==> config.mk <==
export PLATFORM = sky130hd
export DESIGN_NAME = fpc_ctrl
export DESIGN_NICKNAME = d
export VERILOG_FILES = /design/src/rtl/core/fpc_pkg.sv /design/src/rtl/core/fpc_ctrl.sv
export SDC_FILE = /design/constraint.sdc
export NUM_CORES = 1
export LEC_CHECK = 0
export BUFFER_PORTS_ARGS = -buffer_cell sky130_fd_sc_hd__buf_2
export CAP_MARGIN = 10
export CORE_MARGIN = 4
export CORE_UTILIZATION = 50
export CTS_BUF_LIST = sky130_fd_sc_hd__clkbuf_8
export DETAILED_ROUTE_END_ITERATION = 8
export PLACE_DENSITY = 0.75
export SLEW_MARGIN = 20
export SYNTH_ARGS = -nofsm -noshare
export SYNTH_HDL_FRONTEND = slang
export SYNTH_SLANG_ARGS = --single-unit
export TNS_END_PERCENT = 10
==> constraint.sdc <==
create_clock -name clk -period 4.4 [get_ports clk]
set_input_delay 0.44 -clock clk [delete_from_list [all_inputs] [get_ports clk]]
set_output_delay 0.44 -clock clk [all_outputs]
set_load 0.005 [all_outputs]
==> src/rtl/core/fpc_pkg.sv <==
// Shared constants, codes and controller/datapath interface types for frustum plane culling.
package fpc_pkg;

	localparam int VW         = 32;   // value width, signed Q16.16
	localparam int FB         = 16;   // fraction bits of values
	localparam int NRM_FB     = 30;   // fraction bits of stored normals
	localparam int CW         = VW + 1; // width of a raw plane component
	localparam int PW         = 2 * CW; // multiplier product width
	localparam int AW         = 64;   // accumulator width
	localparam int DVD_W      = 80;   // divider dividend width
	localparam int DIV_STEPS  = DVD_W;
	localparam int SQRT_STEPS = 32;
	localparam int NPLANES    = 6;

	localparam int IN_DATA_W  = 264;
	localparam int IN_USER_W  = 3;
	localparam int OUT_DATA_W = 8;
	localparam int OUT_USER_W = 2;

	localparam logic [2:0] FN_LOAD    = 3'd0;
	localparam logic [2:0] FN_EXTRACT = 3'd1;
	localparam logic [2:0] FN_POINT   = 3'd2;
	localparam logic [2:0] FN_SPHERE  = 3'd3;
	localparam logic [2:0] FN_BOX     = 3'd4;

	localparam logic [1:0] SEL_OFFSET = 2'd3;

	typedef struct packed {
		logic       in_ld;
		logic       mat_wr;
		logic       mat_rd;
		logic [3:0] mat_addr;
		logic       w_ld;
		logic       comp_ld;
		logic [1:0] comp_idx;
		logic       comp_sub;
		logic       norm_init;
		logic       norm_step;
		logic       qmode;
		logic [1:0] mul_sel;
		logic       acc_ld;
		logic       acc_add;
		logic       sqrt_init;
		logic       sqrt_step;
		logic       div_start;
		logic       div_step;
		logic       div_store;
		logic [1:0] div_sel;
		logic       zero_store;
		logic [2:0] plane;
		logic       q_start;
		logic       q_chk;
		logic       out_ld;
	} cmd_t;

	typedef struct packed {
		logic mx_zero;
		logic norm_ok;
	} stat_t;

endpackage

==> src/rtl/core/fpc_ctrl.sv <==
// Controller state machine sequencing matrix loads, plane extraction and queries.
module fpc_ctrl (
	input  logic                  clk,
	input  logic                  arst_n,
	input  logic                  s_tvalid,
	output logic                  s_tready,
	input  logic [2:0]            func,
	output logic                  m_tvalid,
	input  logic                  m_tready,
	output fpc_pkg::cmd_t         cmd,
	input  fpc_pkg::stat_t        st
);
	import fpc_pkg::*;

	localparam logic [3:0] ST_IDLE      = 4'd0;
	localparam logic [3:0] ST_EX_RD     = 4'd1;
	localparam logic [3:0] ST_NORM_INIT = 4'd2;
	localparam logic [3:0] ST_NORM      = 4'd3;
	localparam logic [3:0] ST_SQ        = 4'd4;
	localparam logic [3:0] ST_SQRT_INIT = 4'd5;
	localparam logic [3:0] ST_SQRT      = 4'd6;
	localparam logic [3:0] ST_DIV_INIT  = 4'd7;
	localparam logic [3:0] ST_DIV       = 4'd8;
	localparam logic [3:0] ST_DIV_STORE = 4'd9;
	localparam logic [3:0] ST_Q         = 4'd10;
	localparam logic [3:0] ST_OUT       = 4'd11;

	logic [3:0] state_q, state_d;
	logic [2:0] p_q, p_d;
	logic [1:0] j_q, j_d;
	logic [1:0] ph_q, ph_d;
	logic [6:0] cnt_q, cnt_d;
	logic [1:0] di_q, di_d;
	logic       mval_q, mval_d;
	logic       last_plane;

	assign last_plane = (p_q == 3'(NPLANES - 1));
	assign m_tvalid   = mval_q;

	always_comb begin
		state_d  = state_q;
		p_d      = p_q;
		j_d      = j_q;
		ph_d     = ph_q;
		cnt_d    = cnt_q;
		di_d     = di_q;
		cmd      = '0;
		s_tready = 1'b0;
		cmd.plane = p_q;
		case (state_q)
			ST_IDLE: begin
				s_tready = 1'b1;
				if (s_tvalid) begin
					cmd.in_ld = 1'b1;
					p_d       = '0;
					j_d       = '0;
					ph_d      = '0;
					cnt_d     = '0;
					case (func)
						FN_LOAD:    cmd.mat_wr = 1'b1;
						FN_EXTRACT: state_d = ST_EX_RD;
						FN_POINT, FN_SPHERE, FN_BOX: begin
							cmd.q_start = 1'b1;
							state_d     = ST_Q;
						end
						default: ;
					endcase
				end
			end
			ST_EX_RD: begin
				// Each component takes a read of the w row, a read of the axis row, then a combine.
				cmd.mat_rd   = (ph_q != 2'd2);
				cmd.mat_addr = (ph_q == 2'd0) ? {j_q, 2'd3} : {j_q, p_q[2:1]};
				cmd.w_ld     = (ph_q == 2'd1);
				cmd.comp_idx = j_q;
				cmd.comp_sub = p_q[0];
				if (ph_q == 2'd2) begin
					cmd.comp_ld = 1'b1;
					ph_d        = '0;
					if (j_q == 2'd3) begin
						state_d = ST_NORM_INIT;
					end else begin
						j_d = j_q + 2'd1;
					end
				end else begin
					ph_d = ph_q + 2'd1;
				end
			end
			ST_NORM_INIT: begin
				cmd.norm_init = 1'b1;
				state_d       = ST_NORM;
			end
			ST_NORM: begin
				if (st.mx_zero) begin
					cmd.zero_store = 1'b1;
					if (last_plane) begin
						state_d = ST_IDLE;
					end else begin
						p_d     = p_q + 3'd1;
						j_d     = '0;
						ph_d    = '0;
						state_d = ST_EX_RD;
					end
				end else if (st.norm_ok) begin
					cnt_d   = '0;
					state_d = ST_SQ;
				end else begin
					cmd.norm_step = 1'b1;
				end
			end
			ST_SQ: begin
				cmd.mul_sel = cnt_q[1:0];
				cmd.acc_ld  = (cnt_q == 7'd1);
				cmd.acc_add = (cnt_q == 7'd2) || (cnt_q == 7'd3);
				if (cnt_q == 7'd3) begin
					state_d = ST_SQRT_INIT;
				end else begin
					cnt_d = cnt_q + 7'd1;
				end
			end
			ST_SQRT_INIT: begin
				cmd.sqrt_init = 1'b1;
				cnt_d         = '0;
				state_d       = ST_SQRT;
			end
			ST_SQRT: begin
				cmd.sqrt_step = 1'b1;
				if (cnt_q == 7'(SQRT_STEPS - 1)) begin
					di_d    = '0;
					state_d = ST_DIV_INIT;
				end else begin
					cnt_d = cnt_q + 7'd1;
				end
			end
			ST_DIV_INIT: begin
				cmd.div_start = 1'b1;
				cmd.div_sel   = di_q;
				cnt_d         = '0;
				state_d       = ST_DIV;
			end
			ST_DIV: begin
				cmd.div_step = 1'b1;
				if (cnt_q == 7'(DIV_STEPS - 1)) begin
					state_d = ST_DIV_STORE;
				end else begin
					cnt_d = cnt_q + 7'd1;
				end
			end
			ST_DIV_STORE: begin
				cmd.div_store = 1'b1;
				cmd.div_sel   = di_q;
				if (di_q == SEL_OFFSET) begin
					if (last_plane) begin
						state_d = ST_IDLE;
					end else begin
						p_d     = p_q + 3'd1;
						j_d     = '0;
						ph_d    = '0;
						state_d = ST_EX_RD;
					end
				end else begin
					di_d    = di_q + 2'd1;
					state_d = ST_DIV_INIT;
				end
			end
			ST_Q: begin
				cmd.qmode   = 1'b1;
				cmd.mul_sel = cnt_q[1:0];
				cmd.acc_ld  = (cnt_q == 7'd1);
				cmd.acc_add = (cnt_q == 7'd2) || (cnt_q == 7'd3);
				cmd.q_chk   = (cnt_q == 7'd4);
				if (cnt_q == 7'd4) begin
					cnt_d = '0;
					if (last_plane) begin
						state_d = ST_OUT;
					end else begin
						p_d = p_q + 3'd1;
					end
				end else begin
					cnt_d = cnt_q + 7'd1;
				end
			end
			ST_OUT: begin
				if (!mval_q || m_tready) begin
					cmd.out_ld = 1'b1;
					state_d    = ST_IDLE;
				end
			end
			default: state_d = ST_IDLE;
		endcase
	end

	always_comb begin
		if (cmd.out_ld) begin
			mval_d = 1'b1;
		end else if (m_tready) begin
			mval_d = 1'b0;
		end else begin
			mval_d = mval_q;
		end
	end

	always_ff @(posedge clk or negedge arst_n) begin
		if (!arst_n) begin
			state_q <= ST_IDLE;
			p_q     <= '0;
			j_q     <= '0;
			ph_q    <= '0;
			cnt_q   <= '0;
			di_q    <= '0;
			mval_q  <= 1'b0;
		end else begin
			state_q <= state_d;
			p_q     <= p_d;
			j_q     <= j_d;
			ph_q    <= ph_d;
			cnt_q   <= cnt_d;
			di_q    <= di_d;
			mval_q  <= mval_d;
		end
	end

endmodule

### Yosys cells after proc, flatten, opt, wreduce, memory -nomap -nowiden

Index checks and enable logic that the tools add are counted.

* bits of input ports: 9
* register bits: 21

* reduce and logical (&&, ||, !) cells: 21
* equal/unequal tests: 47
* mux-type cells: 73
* $add $sub $neg: 5

Operators with widths (number)
* 2-to-1 mux 4 bit: 13
* 2-to-1 mux 7 bit: 7
* one-hot mux 7 bit (7 select lines): 1
* one-hot mux 4 bit (12 select lines): 1
* inequality test 2 bit, second input constant: 19
* 2-to-1 mux 2 bit: 16
* 2-to-1 mux 1 bit: 24
* equality test 4 x 3 -> 1 bit, second input constant: 4
* equality test 4 bit, second input constant: 4
* one-hot mux 2 bit (4 select lines): 2
* 2-to-1 mux 3 bit: 5
* equality test 7 x 2 -> 1 bit, second input constant: 2
* one-hot mux 3 bit (4 select lines): 1
* AND reduction 11 bit: 1
* 2-to-1 mux 10 bit: 1
* equality test 4 x 2 -> 1 bit, second input constant: 2
* one-hot mux 4 bit (2 select lines): 1
* nonzero test 4 bit: 2
* adder 7 x 1 -> 7 bit, second input constant: 1
* equality test 7 x 1 -> 1 bit, second input constant: 1
* equality test 7 x 3 -> 1 bit, second input constant: 1
* equality test 7 x 5 -> 1 bit, second input constant: 1
* equality test 7 bit, second input constant: 1
* AND reduction 7 bit: 1
* other kinds (24): 34

### Logic depth before layout (Yosys ltp)

Gate-level depths: netlist of run 1.

* depth in word-level cells: 5
* depth in mapped cells: 7
* mapped depth without buffers: 7

### Worst setup path before layout of run 1

Ideal clock, no wire load.

* kind: register to register
* start: register cnt_q[6]
* end: register cnt_q[0]
* slack: 2.224 ns
* arrival time: 2.051 ns
* path buffers: 0
* cell stages (with the launch flop): 6
* clock period less this slack: 2.176 ns
* cell sequence: dfrtp_1 or4_4 or4_4 a21oi_4 nor2_2 mux2_4

* longest elaborated chain between the ends: 3
* elaborated cells between the ends (all ways): 10
* classes of those cells: eq/ne (7); mux (2); reduce/logical (1)

RTL lines
* from (decl): line fpc_ctrl.sv:32 `logic [6:0] cnt_q, cnt_d;`
* from (signal assigned): line fpc_ctrl.sv:217 `cnt_q <= cnt_d;`
* equality test 7 x 3 -> 1 bit, or another cell as far along: line fpc_ctrl.sv:172 `if (cnt_q == 7'd4) begin`
* 2-to-1 mux 7 bit or inequality test 2 bit (tied branches)
* one-hot mux 7 bit (7 select lines) or AND reduction 7 bit (tied branches)

Parallel ways exist; a longest one is shown, timed or not.
A chain may end at the register's enable or synchronous reset.

==> results of run 1 <==
-- registers in the layout, indices dropped and copies added (netlist names) --
name / flops
ph_q: 2
m_tvalid: 1
di_q: 2
j_q: 2
cnt_q: 7
p_q: 3
state_q: 4
-- worst max-delay path, delay by kind of cell (launching register included) --
family,cells,cell delay [ns]
muxes,1,0.36
DFF,1,0.78
buffers and inverters,2,0.37
and+or+nand+nor,2,0.30
-- report_power, final --
group	switching, mW	leakage [nW]	internal, mW
clock network	0.0683	0.0255	0.0632
registers	0.146	0.280	0.253
logic	0.410	0.727	0.332
-- placed cells by master, fill, tap and decap left out, types with 3 or more instances in the layout --
cell type and n:
and2_1 5, nor3_1 4, a31oi_1 3, o21ai_0 14
and3_1 4, inv_1 14, or2_2 4, nand3_1 9
nor2_1 33, mux2_2 4, nand2b_1 7, clkbuf_8 3
a21oi_1 9, dfrtp_1 21, buf_2 43, ha_1 8
nor2b_1 5, nand2_1 12, o31ai_1 4
-- routing by layer --
layer / global-route usage / share of wire / vias up / wire length (um)
li1: - / - / 882 / -
met1: 0.258 / 0.46 / 796 / 1950
met2: 0.324 / 0.46 / 55 / 1970
met3: 0.0296 / 0.070 / 6 / 297
met4: 0.0645 / 0.013 / 0 / 57
met5: 0 / 0 / - / 0
-- worst paths after layout --
kind / start / slack, ns / end / depth (start not counted)
setup / recovery: state_q[1] / 1.87 / cmd[15] / 5
hold / removal: arst_n / 0.12 / m_tvalid / 1
setup reg to reg: state_q[0] / 1.96 / state_q[0] / 5
hold reg to reg: j_q[0] / 0.51 / j_q[0] / 1
max in group asynchronous: arst_n / 3.95 / p_q[0] / 1
min in group clk: m_tready / 0.46 / m_tvalid / 3
-- cell type report --
cell class / count / area (um^2) / area share
Tap cell: 46 / 57.6 / 0.0279
Multi-Input combinational cell: 177 / 1160 / 0.565
Inverter: 14 / 52.6 / 0.0255
Timing Repair Buffer: 43 / 215 / 0.104
Sequential cell: 21 / 526 / 0.255
Clock inverter: 1 / 5.00 / 0.00243
Clock buffer: 3 / 41.3 / 0.0200
-- metrics by stage --
step                power (mW)  setup WS, ns  hold WS (ns)  area, um^2
global route              1.40          1.68         0.161        2060
CTS                       1.28          1.89         0.145        2060
finish                    1.27          1.87         0.123        2060
detailed placement        1.14          1.99         0.437        2020
global placement          1.13          2.01         0.435        2020
floorplan                0.953          2.22         0.144        1810
-- cell families after synthesis --
| family | share of synthesized area |
|---|---|
| adders and majority gates | 0.0554 |
| muxes | 0.0443 |
| xor gates and xnor gates | 0.00970 |
| and+or+nand+nor | 0.317 |
| AOI/OAI and AO/OA | 0.218 |
| DFF | 0.291 |
| buffers and inverters | 0.0644 |
==> impl_metrics.yaml, run 1 <==
job:
  drv_cap: 0
place:
  hpwlAfterDp_um: 3250
  placedCellCount: 301
  gp_congestion: 0.880
  port_buffers: 43
worst_setup_path:
  critPathMaxFanout: 23
  crit_path_end_kind: "output port"
  critPathSlowestCell: "dfrtp_1"
  crit_chain: "inv_1 -> mux2_2 -> nor2_1 -> and3_1 -> buf_2"
  critPathArrivalTime_ns: 2.09
  critical_path.max_stage_delay_ns: 0.78
  start_kind: "register"
  cp.required_ns: 3.96
  crit_type: "register to output port"
clock_tree:
  clock_path_buffers: 2
  post_cts_buffers: 0
  hold_buffers: 0
  cts-root-buf: "clkbuf_8"
  ctsResizeCount: 0
  htreeDepth: 1
  insertion_delay_ns: 0.26
  cts_tree: "done"
  clkTransAtPathRegs_ns: 0.08
  cts_sinks: 21
  cts_inserted_buffers: 3
route:
  drc: 0
  vias_per_cell: 5.70
  drt_first_iter_violations: 67
  route.vias.total: 1739
  drt_wl_total_um: 4270
  wl_per_cell_um: 14.0
  drtAntennaViolNets: 0
  detail_route.first_pass.iterations: 4
yosys:
  synth_most_common_cell: "nor2_1"
  ys_seq_area_frac: 0.291
  synth_area_mm2: 0.00181
  synth_common_cells: "33 x nor2_1, 21 x dfrtp_1, 14 x inv_1, 14 x o21ai_0, 12 x nand2_1"
  synth-edff-count: 0
  synth_largest_area_cell: "dfrtp_1"
  syn_inst: 224
  ys_ff_latch: 21
  syn_area_per_cell_um2: 8.07
  synth.top_cell.area_share: 0.291
  synth-warning-count: 0
  synth_ff_type: "dfrtp_1"
  yosys-top-cells-area: "dfrtp_1 29%, nor2_1 6.9%, ha_1 5.5%"
  yosysUniqueCellTypes: 58
  async_flop_share: 1.00
  synth.net_count: 241
power:
  p_per_area_mw_per_mm2: 617
  vdd_drop_max_v: 0.000302
  p_leak_nw: 1.03
global_route:
  grt_first_pass_wirelength_um: 7110
  grt_max_degree: 27
  grt_pass1_vias: 1637
  overflow: 0
  antenna_found_initial: 0
  grt_usage: 0.195
timing:
  fin_setup_tns_ns: 0
  grt_setup_unrepaired: "no"
  fmax_mhz: 396
  slew_headroom: 0.467
  fin_worst_skew_ns: 0.000892
  setup_violations: 0
  report.final.slew_viol_count: 0
  period_share: 0.575
  fin_crit_ns: 2.53
  hold_violations: 0
  tightest_slew_ns: 0.798
die:
  fp.dieArea_mm2: 0.00464
  die_h_um: 68.1
  die_w_um: 68.1
  core_mm2: 0.00342
  ios: 44
  std_cell_rows: 21
  start_util: 0.529
final_layout:
  stdcell_count: 305
  n_antenna_cell: 0
  area_growth_pct: 14.1
  drive_above_1_share: 0.251
  fill_cells: 324
  nets: 277
  postLayoutCoreUtil: 0.604
min_path:
  hold_path.class: "input port to asynchronous set/reset pin"
outcome:
  outcome: "complete, no violations"
(Power assumes the default switching activity.)
==> inputs of run 2 (changes only) <==
PLACE_DENSITY = 0.78   (was 0.75)
clock period = 2 ns   (was 4.4 ns; I/O delays follow)
==> run 2 against run 1 <==
The run now ends with negative setup slack left. Largest power group unchanged. Sequential power increased by 72%. Largest cell class unchanged. Critical endpoint is now cnt_q[0]. Design area increased by 27%. Clock-buffer cell count unchanged. Power increased to 3.1 times the previous value. Die area unchanged. Global-route usage increased by 5.9 points. Sequential share of layout area decreased by 5.5 points.
==> impl_metrics.yaml, run 2 (same netlist as run 1, synthesis figures left out) <==
die:
  fp.dieArea_mm2: 0.00464
  start_util: 0.529
  ios: 44
  die_h_um: 68.1
  die_w_um: 68.1
  core_mm2: 0.00342
  std_cell_rows: 21
final_layout:
  design_area_mm2: 0.00263
  layout_commonest_cell: "buf_4"
  largest_register: "cnt_q"
  postLayoutCoreUtil: 0.768
  largest_reg_flops: 7
  n_antenna_cell: 0
  drive_above_1_share: 0.438
  largestRegisters: "cnt_q x7, state_q x4, p_q x3"
  final_cell_mix: "49 x buf_4, 43 x buf_2, 31 x nor2_1"
  nets: 331
  area_growth_pct: 45.3
place:
  gp_congestion: 0.947
  hpwlAfterDp_um: 4220
  dpl-instance-area_mm2: 0.00240
  port_buffers: 43
route:
  drt_wl_total_um: 5770
  drt_first_iter_violations: 122
  wl_per_cell_um: 16.1
  detail_route.first_pass.iterations: 4
  route.vias.total: 2089
  drtAntennaViolNets: 0
  drc: 0
  vias_per_cell: 5.82
timing:
  timing.final.ws_setup_ns: -0.155
  grt_setup_unrepaired: "yes"
  fin_worst_skew_ns: 0.0102
  report.final.slew_viol_count: 0
  setup_violations: 11
  fmax_mhz: 464
  hold_violations: 0
  fin_hold_ws_ns: 0.219
  fin_setup_tns_ns: -0.708
  fin_crit_ns: 2.15
  tightest_slew_ns: 0.533
  slew_headroom: 0.645
  period_share: 1.08
outcome:
  violations: "negative setup slack"
  outcome: "finished, violations left"
power:
  vdd_drop_max_v: 0.000851
  power.internal_mw: 2.18
  seqPwrFrac: 0.174
  combPwrFrac: 0.751
  finalPower_mw: 3.95
  p_clk_frac: 0.075
  p_leak_nw: 1.34
  switching_power_mw: 1.78
  swShare: 0.449
  p_per_area_mw_per_mm2: 1510
clock_tree:
  htreeDepth: 1
  cts-root-buf: "clkbuf_8"
  cts_sinks: 21
  clkTransAtPathRegs_ns: 0.09
  cts_tree: "done"
  cts_inserted_buffers: 3
  clock_path_buffers: 2
  insertion_delay_ns: 0.28
global_route:
  grt_max_degree: 22
  grt_usage: 0.254
  antenna_found_initial: 0
  grt_first_pass_wirelength_um: 8890
  grt_pass1_vias: 1955
  overflow: 0
worst_setup_path:
  cp.required_ns: 2.17
  start_kind: "register"
  critPathMaxFanout: 6
  crit_type: "register to register"
  critPathArrivalTime_ns: 2.33
  crit_path_end_kind: "register"
job:
  drv_cap: 0
min_path:
  hold_path.class: "input port to register"
[run 2: worst paths after layout]
kind	startpoint	to	slack [ns]	cells after the start
setup reg to reg	state_q[0]	cnt_q[0]	-0.15	7
max in group asynchronous	arst_n	cnt_q[3]	1.21	2
min in group asynchronous	arst_n	state_q[2]	0.42	2
setup / recovery	state_q[0]	cnt_q[0]	-0.15	7
hold reg to reg	m_tvalid	m_tvalid	0.52	2
hold / removal	m_tready	m_tvalid	0.22	3
[run 2: final cells by class]
| cell class | instances | area, um^2 |
|---|---|---|
| Clock inverter | 1 | 3.75 |
| Timing Repair Buffer | 97 | 638 |
| Sequential cell | 21 | 526 |
| Tap cell | 46 | 57.6 |
| Fill cell | 247 | 791 |
| Inverter | 14 | 55.1 |
| Multi-Input combinational cell | 177 | 1300 |
| Clock buffer | 3 | 41.3 |
[run 2: critical path: stages, from the launching register on]
cell      delay [ns]
dfrtp_1         0.46
buf_4           0.17
buf_4           0.15
nor4bb_2        0.44
nand3_1         0.23
o221ai_2        0.19
nor2_2          0.10
mux2_4          0.31
[run 2: metrics by stage]
| step | cells | setup WS, ns |
|---|---|---|
| 5_1_grt | 359 | -0.171 |
| 4_1_cts | 359 | -0.106 |
| 3_5_place_dp | 352 | -0.0980 |
| 6_report | 359 | -0.155 |
| 2_1_floorplan | 224 | -0.134 |
| 3_3_place_gp | 352 | -0.0816 |
[run 2: repair_timing]
action	4_1_cts	5_1_grt
gates resized for setup	15	21
endpoints found under the setup margin	21	32
hold endpoints to repair	21	0
pin swaps	0	1
hold buffers	1	0
gates cloned	0	0
setup buffers	2	0
[run 2: power groups by stage]
stage | clock network [mW] | logic, mW | registers (mW)
floorplan | 0 | 1.41 | 0.689
global placement | 0 | 2.49 | 0.668
detailed placement | 0 | 2.56 | 0.676
CTS | 0.294 | 2.74 | 0.670
global route | 0.316 | 3.21 | 0.701
finish | 0.297 | 2.97 | 0.688
[run 2: metal layers]
layer / track usage / up-vias / share of wire
li1: - / 992 / -
met1: 0.318 / 1011 / 0.44
met2: 0.448 / 67 / 0.50
met3: 0.0296 / 19 / 0.039
met4: 0.0844 / 0 / 0.029
met5: 0 / - / 0
